===== config.mk =====
export PLATFORM = sky130hd
export DESIGN_NAME = priority_round_robin_task_scheduler
export DESIGN_NICKNAME = d
export VERILOG_FILES = /design/src/prts_pkg.sv /design/src/priority_round_robin_task_scheduler.sv /design/src/prts_front.sv /design/src/prts_back.sv
export SDC_FILE = /design/constraint.sdc
export NUM_CORES = 2
export LEC_CHECK = 0
export ABC_AREA = 1
export BUFFER_PORTS_ARGS = -buffer_cell sky130_fd_sc_hd__buf_2
export CAP_MARGIN = 20
export CORE_UTILIZATION = 30
export CTS_BUF_LIST = sky130_fd_sc_hd__clkbuf_4 sky130_fd_sc_hd__clkbuf_8
export DETAILED_ROUTE_END_ITERATION = 10
export GPL_ROUTABILITY_DRIVEN = 0
export PLACE_DENSITY = 0.44
export SLEW_MARGIN = 20
export SYNTH_ARGS = -nofsm -noshare
export SYNTH_HDL_FRONTEND = slang
export SYNTH_SLANG_ARGS = --single-unit
export TNS_END_PERCENT = 30

===== constraint.sdc =====
create_clock -name clk_i -period 7.7 [get_ports clk_i]
set_input_delay 0 -clock clk_i [delete_from_list [all_inputs] [get_ports clk_i]]
set_output_delay 0 -clock clk_i [all_outputs]
set_load 0.005 [all_outputs]

===== src/prts_pkg.sv =====
// Shared types and constants for the priority round-robin task scheduler.
package prts_pkg;

  localparam int MaxTasks = 16;
  localparam int SlotW    = $clog2(MaxTasks);
  localparam int CntW     = SlotW + 1;
  localparam int TicksW   = 32;
  localparam int PrioW    = 8;
  localparam int OpW      = 3;
  localparam int ErrW     = 2;
  localparam int InDataW  = 48;
  localparam int OutDataW = 16;

  localparam logic [PrioW-1:0] IdlePrio = 8'd255;

  // Event codes
  localparam logic [OpW-1:0] OpCreate    = 3'd0;
  localparam logic [OpW-1:0] OpActivate  = 3'd1;
  localparam logic [OpW-1:0] OpTerminate = 3'd2;
  localparam logic [OpW-1:0] OpWait      = 3'd3;
  localparam logic [OpW-1:0] OpTick      = 3'd4;
  localparam logic [OpW-1:0] OpStart     = 3'd5;

  // Task run states
  localparam logic [1:0] StSusp  = 2'd0;
  localparam logic [1:0] StWait  = 2'd1;
  localparam logic [1:0] StReady = 2'd2;
  localparam logic [1:0] StRun   = 2'd3;

  // Error codes
  localparam logic [ErrW-1:0] ErrNone    = 2'd0;
  localparam logic [ErrW-1:0] ErrFull    = 2'd1;
  localparam logic [ErrW-1:0] ErrBadSlot = 2'd2;

  // Event class decided at the front
  typedef enum logic [1:0] {
    KindCreate = 2'd0,
    KindTask   = 2'd1,
    KindTick   = 2'd2,
    KindOther  = 2'd3
  } kind_e;

  typedef struct packed {
    kind_e             kind;
    logic [OpW-1:0]    op;
    logic [SlotW-1:0]  task_id;
    logic [PrioW-1:0]  task_priority;
    logic [TicksW-1:0] wait_ticks;
  } item_t;

endpackage


===== src/priority_round_robin_task_scheduler.sv =====
// Top level of the priority round-robin task scheduler.
// Create, bad-slot and unknown events go straight to the result; start runs the minimum
// and fill scans, other task events may add a dispatch step, and a tick first scans the
// delays, one slot per cycle over the slots in use. One event is worked on at a time;
// a two-item input queue keeps accepting while a result waits. Asynchronous active-low
// reset: only the idle task exists, scheduler not started, ready queue empty.
module priority_round_robin_task_scheduler (
  input  logic        clk_i,
  input  logic        rst_ni,
  input  logic        s_axis_tvalid,
  output logic        s_axis_tready,
  input  logic [47:0] s_axis_tdata,  // op, task_id, task_priority, wait_ticks, zero pad
  output logic        m_axis_tvalid,
  input  logic        m_axis_tready,
  output logic [15:0] m_axis_tdata   // current_task, switched, assigned_id, ready_count, error
);
  import prts_pkg::*;

  logic  q_valid, q_ready;
  item_t q_item;

  prts_front u_front (
    .clk_i      (clk_i),
    .rst_ni     (rst_ni),
    .in_valid_i (s_axis_tvalid),
    .in_ready_o (s_axis_tready),
    .in_data_i  (s_axis_tdata),
    .q_valid_o  (q_valid),
    .q_ready_i  (q_ready),
    .q_item_o   (q_item)
  );

  prts_back u_back (
    .clk_i       (clk_i),
    .rst_ni      (rst_ni),
    .q_valid_i   (q_valid),
    .q_ready_o   (q_ready),
    .q_item_i    (q_item),
    .out_valid_o (m_axis_tvalid),
    .out_ready_i (m_axis_tready),
    .out_data_o  (m_axis_tdata)
  );

endmodule


===== src/prts_front.sv =====
// Front end: accepts events, classifies them and queues them for the engine.
module prts_front (
  input  logic                   clk_i,
  input  logic                   rst_ni,
  input  logic                   in_valid_i,
  output logic                   in_ready_o,
  input  logic [prts_pkg::InDataW-1:0] in_data_i,
  output logic                   q_valid_o,
  input  logic                   q_ready_i,
  output prts_pkg::item_t        q_item_o
);
  import prts_pkg::*;

  item_t      queue_q [2];
  logic       wr_q, wr_d, rd_q, rd_d;
  logic [1:0] cnt_q, cnt_d;
  item_t      cls;
  logic       push, pop;

  // Unpack and classify the incoming item
  always_comb begin
    cls.op            = in_data_i[2:0];
    cls.task_id       = in_data_i[6:3];
    cls.task_priority = in_data_i[14:7];
    cls.wait_ticks    = in_data_i[46:15];
    case (cls.op)
      OpCreate:                           cls.kind = KindCreate;
      OpActivate, OpTerminate, OpWait:    cls.kind = KindTask;
      OpTick:                             cls.kind = KindTick;
      default:                            cls.kind = KindOther;
    endcase
  end

  assign in_ready_o = (cnt_q != 2'd2);
  assign q_valid_o  = (cnt_q != 2'd0);
  assign q_item_o   = queue_q[rd_q];
  assign push       = in_valid_i && in_ready_o;
  assign pop        = q_valid_o && q_ready_i;

  // Advance pointers and count
  always_comb begin
    wr_d  = push ? ~wr_q : wr_q;
    rd_d  = pop ? ~rd_q : rd_q;
    cnt_d = cnt_q + {1'b0, push} - {1'b0, pop};
  end

  always_ff @(posedge clk_i or negedge rst_ni) begin
    if (!rst_ni) begin
      wr_q  <= 1'b0;
      rd_q  <= 1'b0;
      cnt_q <= 2'd0;
    end else begin
      wr_q  <= wr_d;
      rd_q  <= rd_d;
      cnt_q <= cnt_d;
    end
  end

  // Hold queued items
  always_ff @(posedge clk_i) begin
    if (push) begin
      queue_q[wr_q] <= cls;
    end
  end

endmodule


===== src/prts_back.sv =====
// Back end: task table, ready queue and the scan sequencer that runs each event.
module prts_back (
  input  logic                          clk_i,
  input  logic                          rst_ni,
  input  logic                          q_valid_i,
  output logic                          q_ready_o,
  input  prts_pkg::item_t               q_item_i,
  output logic                          out_valid_o,
  input  logic                          out_ready_i,
  output logic [prts_pkg::OutDataW-1:0] out_data_o
);
  import prts_pkg::*;

  localparam logic [2:0] SIdle = 3'd0;
  localparam logic [2:0] STick = 3'd1;
  localparam logic [2:0] SMin  = 3'd2;
  localparam logic [2:0] SFill = 3'd3;
  localparam logic [2:0] SDec  = 3'd4;
  localparam logic [2:0] SOut  = 3'd5;

  logic [2:0]        st_q;
  logic [PrioW-1:0]  prio_q [MaxTasks];
  logic [1:0]        rs_q   [MaxTasks];
  logic              blk_q  [MaxTasks];
  logic [TicksW-1:0] dc_q   [MaxTasks];
  logic [SlotW-1:0]  fifo_q [MaxTasks];
  logic [SlotW-1:0]  head_q, run_q, idx_q, assigned_q;
  logic [CntW-1:0]   fill_q, used_q;
  logic [PrioW:0]    best_q;
  logic              started_q, woke_q, dodec_q, sw_q;
  logic [ErrW-1:0]   err_q;

  logic [SlotW-1:0]  cur, nxt, tail;
  logic              last, hit, expire, cand, rot;
  logic [TicksW-1:0] dcm1;
  logic              dc_we, fifo_we;
  logic [SlotW-1:0]  dc_wa, fifo_wa, fifo_wd;
  logic [TicksW-1:0] dc_wd;

  // Per-slot scan terms
  always_comb begin
    cur    = run_q;
    nxt    = fifo_q[head_q];
    // ring index wraps naturally since the depth is a power of two
    tail   = head_q + fill_q[SlotW-1:0];
    last   = ({1'b0, idx_q} == (used_q - CntW'(1)));
    hit    = (rs_q[idx_q] == StSusp) && blk_q[idx_q];
    dcm1   = dc_q[idx_q] - TicksW'(1);
    expire = hit && (dcm1 == '0);
    cand   = (rs_q[idx_q] != StSusp);
    rot    = (prio_q[cur] == prio_q[nxt]) && ((cur == nxt) || (rs_q[cur] != StSusp));
  end

  // Write ports of the delay and ready stores
  always_comb begin
    dc_we   = 1'b0;
    dc_wa   = idx_q;
    dc_wd   = dcm1;
    fifo_we = 1'b0;
    fifo_wa = tail;
    fifo_wd = cur;
    case (st_q)
      SIdle: begin
        if (q_valid_i && q_item_i.op == OpWait &&
            {1'b0, q_item_i.task_id} < used_q) begin
          dc_we = 1'b1;
          dc_wa = q_item_i.task_id;
          dc_wd = q_item_i.wait_ticks;
        end
      end
      STick: dc_we = hit;
      SFill: begin
        fifo_we = cand && ({1'b0, prio_q[idx_q]} == best_q);
        fifo_wa = fill_q[SlotW-1:0];
        fifo_wd = idx_q;
      end
      SDec: begin
        if (fill_q == '0) fifo_we = (rs_q[cur] != StSusp);
        else              fifo_we = rot;
      end
      default: ;
    endcase
  end

  always_ff @(posedge clk_i) begin
    if (dc_we)   dc_q[dc_wa]     <= dc_wd;
    if (fifo_we) fifo_q[fifo_wa] <= fifo_wd;
  end

  // Sequence each event through its scans
  always_ff @(posedge clk_i or negedge rst_ni) begin
    if (!rst_ni) begin
      st_q <= SIdle;
      for (int i = 0; i < MaxTasks; i++) begin
        prio_q[i] <= '0;
        rs_q[i]   <= StSusp;
        blk_q[i]  <= 1'b0;
      end
      prio_q[0]  <= IdlePrio;
      head_q     <= '0;
      fill_q     <= '0;
      run_q      <= '0;
      used_q     <= CntW'(1);
      started_q  <= 1'b0;
      idx_q      <= '0;
      best_q     <= '0;
      woke_q     <= 1'b0;
      dodec_q    <= 1'b0;
      sw_q       <= 1'b0;
      err_q      <= ErrNone;
      assigned_q <= '0;
    end else begin
      case (st_q)
        SIdle: begin
          if (q_valid_i) begin
            sw_q       <= 1'b0;
            err_q      <= ErrNone;
            assigned_q <= '0;
            idx_q      <= '0;
            best_q     <= {1'b1, {PrioW{1'b0}}};
            woke_q     <= 1'b0;
            case (q_item_i.kind)
              KindCreate: begin
                if (used_q == CntW'(MaxTasks)) begin
                  err_q <= ErrFull;
                end else begin
                  prio_q[used_q[SlotW-1:0]] <= q_item_i.task_priority;
                  rs_q[used_q[SlotW-1:0]]   <= StSusp;
                  blk_q[used_q[SlotW-1:0]]  <= 1'b0;
                  assigned_q                <= used_q[SlotW-1:0];
                  used_q                    <= used_q + CntW'(1);
                end
                st_q <= SOut;
              end
              KindTask: begin
                if ({1'b0, q_item_i.task_id} >= used_q) begin
                  err_q <= ErrBadSlot;
                  st_q  <= SOut;
                end else begin
                  case (q_item_i.op)
                    OpActivate: rs_q[q_item_i.task_id] <= StWait;
                    OpWait: begin
                      rs_q[q_item_i.task_id]  <= StSusp;
                      blk_q[q_item_i.task_id] <= 1'b1;
                    end
                    default: rs_q[q_item_i.task_id] <= StSusp;
                  endcase
                  dodec_q <= started_q && (run_q != '0);
                  st_q    <= SMin;
                end
              end
              KindTick: begin
                dodec_q <= started_q;
                st_q    <= STick;
              end
              default: begin
                if (q_item_i.op == OpStart) begin
                  started_q <= 1'b1;
                  run_q     <= '0;
                  rs_q[0]   <= StWait;
                  dodec_q   <= 1'b0;
                  st_q      <= SMin;
                end else begin
                  st_q <= SOut;
                end
              end
            endcase
          end
        end
        STick: begin
          // count delays down, wake expired tasks
          if (expire) begin
            blk_q[idx_q] <= 1'b0;
            rs_q[idx_q]  <= StWait;
            woke_q       <= 1'b1;
          end
          if (last) begin
            idx_q <= '0;
            if (woke_q || expire) st_q <= SMin;
            else if (dodec_q)     st_q <= SDec;
            else                  st_q <= SOut;
          end else begin
            idx_q <= idx_q + SlotW'(1);
          end
        end
        SMin: begin
          // find best priority among live tasks
          if (cand && {1'b0, prio_q[idx_q]} < best_q) best_q <= {1'b0, prio_q[idx_q]};
          if (last) begin
            idx_q  <= '0;
            fill_q <= '0;
            head_q <= '0;
            st_q   <= SFill;
          end else begin
            idx_q <= idx_q + SlotW'(1);
          end
        end
        SFill: begin
          // queue every live task at the best priority
          if (cand && ({1'b0, prio_q[idx_q]} == best_q)) begin
            rs_q[idx_q] <= StReady;
            fill_q      <= fill_q + CntW'(1);
          end
          if (last) st_q <= dodec_q ? SDec : SOut;
          else      idx_q <= idx_q + SlotW'(1);
        end
        SDec: begin
          sw_q <= 1'b1;
          if (fill_q == '0) begin
            if (rs_q[cur] != StSusp) begin
              rs_q[cur] <= StRun;
              fill_q    <= CntW'(1);
            end
          end else begin
            // pop head, rotate an equal-priority current task to the tail
            head_q    <= head_q + SlotW'(1);
            rs_q[nxt] <= StRun;
            if (rot && cur != nxt) rs_q[cur] <= StReady;
            if (!rot) fill_q <= fill_q - CntW'(1);
            run_q <= nxt;
          end
          st_q <= SOut;
        end
        SOut: begin
          if (out_ready_i) st_q <= SIdle;
        end
        default: st_q <= SIdle;
      endcase
    end
  end

  assign q_ready_o   = (st_q == SIdle);
  assign out_valid_o = (st_q == SOut);
  assign out_data_o  = {err_q, fill_q, assigned_q, sw_q, run_q};

endmodule


==> key figures <==
Clock tree
  – Worst-path clk slew: 0.06 ns
  – Post-CTS setup buffers: 0
  – Clk root buf: clkbuf_8
  – Clk buf depth: 3
  – Number of CTS-inserted buffers: 165
  – CTS tree: done
  – CTS Hold Buffers Added: 100
  – CTS sink count: 898
  – Worst skew pair latency: roughly 0.9 ns
  – CTS H-tree lvls: 4
  – Post-CTS sizing: 0

Floorplan
  – Die area: between 150000 and 200000 um2
  – Die Span Y: 392 um
  – Initial core utilization: 0.304
  – FP Rows: around 140
  – Ports: 70
  – Placeable core area: 150000 um2
  – Die Wd: ~390 um

Timing
  – Final WS setup: 1.48 ns
  – Final period util: 0.808
  – Total Neg Setup Slack: 0 ns
  – Worst hold-check slack: 0.162 ns
  – Worst Clk Skew: 0.0459 ns
  – RSZ-0062 raised after global routing: no
  – Setup violations, final: 0
  – Min Tclk post-route: 6.22 ns
  – Max_slew headroom: 0.237
  – Final hold violation count: 0
  – Peak Freq: 0.161 GHz
  – Worst slew pin tran: 1.14 ns
  – Final max-slew violation count: 0

Detailed routing
  – Via-to-Cell Ratio: between 4 and 5
  – Iter 0 DRT Violations: 2775
  – Final antenna-violating net count: 0
  – # DRC: 0
  – DRT Pass-1 Iters: 6
  – Wire per inst: between 20 and 25 um
  – Post-Route WL: 162000 um
  – Vias: 37631

Setup path
  – Crit-path max FO: 49
  – Crit path kind: flip-flop to flip-flop
  – Critical Path End Type: flip-flop
  – Worst R2R Path Depth: 24
  – WP data arrival: 6.98 ns
  – Critical Path RT: 8.45 ns
  – Worst setup SP type: flip-flop
  – R2R Path End: u_back.blk_q[13]$_DFFE_PN0P_
  – R2R Path Start: u_back.idx_q[0]$_DFFE_PN0P_
  – Flop2flop setup slack: 1.48 ns

Logic synthesis
  – Post-synth cell types: 55
  – Post-synthesis sequential area ratio: 0.566
  – Post-synth EDFFs: 674
  – Async SR Flop Fraction: 0.249
  – Ys Warns: 0
  – Main synth FF type: edfxtp_1
  – Syn_area_per_cell: 8.44 um2
  – Cells after Synth: 5412
  – Post-Syn Area: 45700 um2
  – Post-synthesis register bit count: 898
  – Post-synth net total: 5500

Cells and area
  – Net count, final: 5670
  – Layout overhead on the synthesized area: 15.6%
  – Layout cells sized above 1: 0.0928
  – # fillers: 15707
  – Post-Layout Cell Count: 7719
  – Fin area: 52800 um2

Min path
  – Worst Hold Depth: 5
  – Hold Crit Class: input port to flip-flop
  – Worst hold path endpoint: u_front.cnt_q[0]$_DFF_PN0_
  – Hold Path Origin: s_axis_tvalid

Global routing
  – Vias in the first global route: 36518
  – GRT overflow: 0
  – Global-route wire length before repair: roughly 240000 um
  – GRT Util Overall: 0.211
  – Initial antenna violation count: 2
  – Pin count of the biggest net entering global routing: between 100 and 150

Outcome
  – Result of the run: finished clean

Place
  – HPWL Detailed: around 94000 um
  – Pre-CTS WS: about 1.5 ns
  – IO Port Bufs: 68
  – Dpl cell area: just under 50000 um2
  – Inst Count DP: ~7300

Power
  – LEAKAGE: about 21 nW
  – Power per Cell Area: about 190 nW/um2
  – Peak supply drop: 159 uV

Run
  – # Max-Cap Violations: 0
-- area by class of cell --
cell class	count	area [um2]	area share
Antenna cell	3	7.51	0.000142
Clock buffer	233	2860	0.0541
Clock inverter	52	415	0.00787
Inverter	613	2310	0.0437
Multi-Input combinational cell	3636	16600	0.314
Sequential cell	898	25900	0.490
Tap cell	2016	2520	0.0478
Timing Repair Buffer	268	2250	0.0426
-- how the worst max path moves through the flow --
stage               slack, ns                      endpoint                         from  cells after the start
detailed placement       1.49  u_back.blk_q[13]$_DFFE_PN0P_  u_back.idx_q[0]$_DFFE_PN0P_                     24
floorplan                2.34  u_back.dc_q[15][0]$_DFFE_PP_     u_front.rd_q$_DFFE_PN0P_                     15
finish                   1.48  u_back.blk_q[13]$_DFFE_PN0P_  u_back.idx_q[0]$_DFFE_PN0P_                     24
global placement         1.53   u_back.blk_q[2]$_DFFE_PN0P_  u_back.idx_q[0]$_DFFE_PN0P_                     24
CTS                      1.43  u_back.blk_q[13]$_DFFE_PN0P_  u_back.idx_q[0]$_DFFE_PN0P_                     24
global route             0.87  u_back.blk_q[13]$_DFFE_PN0P_  u_back.idx_q[0]$_DFFE_PN0P_                     26
-- per-layer routing --
layer | routed length (um) | track usage | part of all wire | vias to the layer above
li1 | - | - | - | 18155
met1 | 70800 | 0.271 | 0.44 | 18124
met2 | 77400 | 0.353 | 0.48 | 1015
met3 | 7880 | 0.0330 | 0.049 | 337
met4 | 5720 | 0.0819 | 0.035 | 0
met5 | 0 | 0 | 0 | -
-- critical path, cell delays in order, from the launching register on --
cell     delay, ns
dfrtp_4       0.72
nand2_1       0.16
buf_4         0.56
inv_2         0.35
nand2_1       0.13
nand3_1       0.08
nand2_1       0.06
nand2_1       0.11
nor2_1        0.17
ha_1          0.27
inv_1         0.14
nor3_1        0.32
nand3_1       0.28
o21ai_0       0.15
nand2_1       0.09
nor2_1        0.11
nand3_1       0.13
nor2_1        0.25
nand4_1       0.54
nand2_1       0.31
nand2_1       0.12
nor2_4        0.71
nand2_1       0.12
nand2_1       0.10
nand2_1       0.05
-- registers in the layout (all words and copies together), names as in the netlist, named ones only --
| signal | flops |
|---|---|
| u_back.assigned_q | 4 |
| u_back.best_q | 9 |
| u_back.blk_q | 16 |
| u_back.cur | 4 |
| u_back.dc_q | 512 |
| u_back.dodec_q | 1 |
| u_back.err_q | 2 |
| u_back.fifo_q | 64 |
| u_back.fill_q | 5 |
| u_back.head_q | 4 |
| u_back.idx_q | 4 |
| u_back.prio_q | 128 |
| u_back.rs_q | 17 |
| u_back.st_q | 3 |
| u_back.started_q | 1 |
| u_back.sw_q | 1 |
| u_back.used_q | 5 |
| u_back.woke_q | 1 |
| u_front.cnt_q | 2 |
| u_front.queue_q | 98 |
| u_front.rd_q | 1 |
| u_front.wr_q | 1 |
-- power breakdown --
group          internal, mW  switching [mW]  total [mW]
combinational        0.0450          0.0408      0.0859
sequential             5.16               0        5.16
clock                  2.53            2.14        4.66
total                  7.73            2.18        9.91
-- cells in the final DEF (no fill, tap or decap), types with 16 or more instances in the layout --
cell type,netlist,final
nor3_1,48,44
a31oi_1,30,19
xor2_1,18,18
o21ai_1,33,36
clkinv_1,4,23
nor2_2,12,16
nand2_1,1873,1872
buf_2,79,67
dfrtp_1,215,212
ha_1,35,35
buf_4,17,89
edfxtp_1,674,674
o221ai_1,33,33
a22oi_1,19,19
a21oi_1,186,186
inv_1,604,597
nor2_4,1,17
clkinv_2,0,19
clkbuf_4,0,56
nor2_1,457,437
dlygate4sd3_1,0,99
o21ai_0,359,354
clkbuf_8,0,177
o22ai_1,79,79
nand3_1,297,296
nand4_1,41,41
-- stage by stage --
| stage | total power, mW | util |
|---|---|---|
| after floorplan | 5.26 | - |
| after CTS | 10.1 | 0.351 |
| after global routing | 10.2 | 0.351 |
| after global placement | 5.30 | 0.322 |
| after detailed placement | 5.31 | 0.322 |
| final | 9.91 | 0.351 |
-- synthesized netlist by cell type, types with 3 or more instances --
master     count  area, um2
xor2_1        18        158
a21oi_1      186        931
xnor2_1        7       61.3
o21bai_1       9       67.6
mux2i_1        3       30.0
nand3b_1      15        113
nor3_1        48        240
o21ai_1       33        165
buf_4         17        128
inv_1        604       2270
a22o_1         3       26.3
buf_1         30        113
nand2_1     1873       7030
dfstp_2        9        236
o31ai_1       12       90.1
o311ai_0      15        131
buf_2         79        395
o22ai_1       79        494
nand4_1       41        257
or2_2         15       93.8
nand3_1      297       1490
nor4_1         4       25.0
o21ai_0      359       1800
a31oi_1       30        188
o2111ai_1      3       26.3
dfrtp_1      215       5380
ha_1          35        438
inv_2          5       18.8
nor2_2        12       75.1
edfxtp_1     674      20200
clkinv_1       4       15.0
nor2_1       457       1720
a22oi_1       19        143
o211ai_1       4       30.0
a21o_1         6       45.0
buf_6          3       33.8
o221ai_1      33        289
clkbuf_1     136        510
-- kinds of logic after synthesis --
| logic type | after synthesis | synth area share |
|---|---|---|
| buffers and inverters | 878 | 0.0762 |
| xor gates and xnor gates | 25 | 0.00479 |
| and+or+nand+nor | 2767 | 0.243 |
| adders and majority gates | 36 | 0.0100 |
| muxes | 3 | 0.000657 |
| DFF | 898 | 0.566 |
| AOI/OAI and AO/OA | 805 | 0.0997 |
No activity file was read; power rests on OpenSTA's default activity.
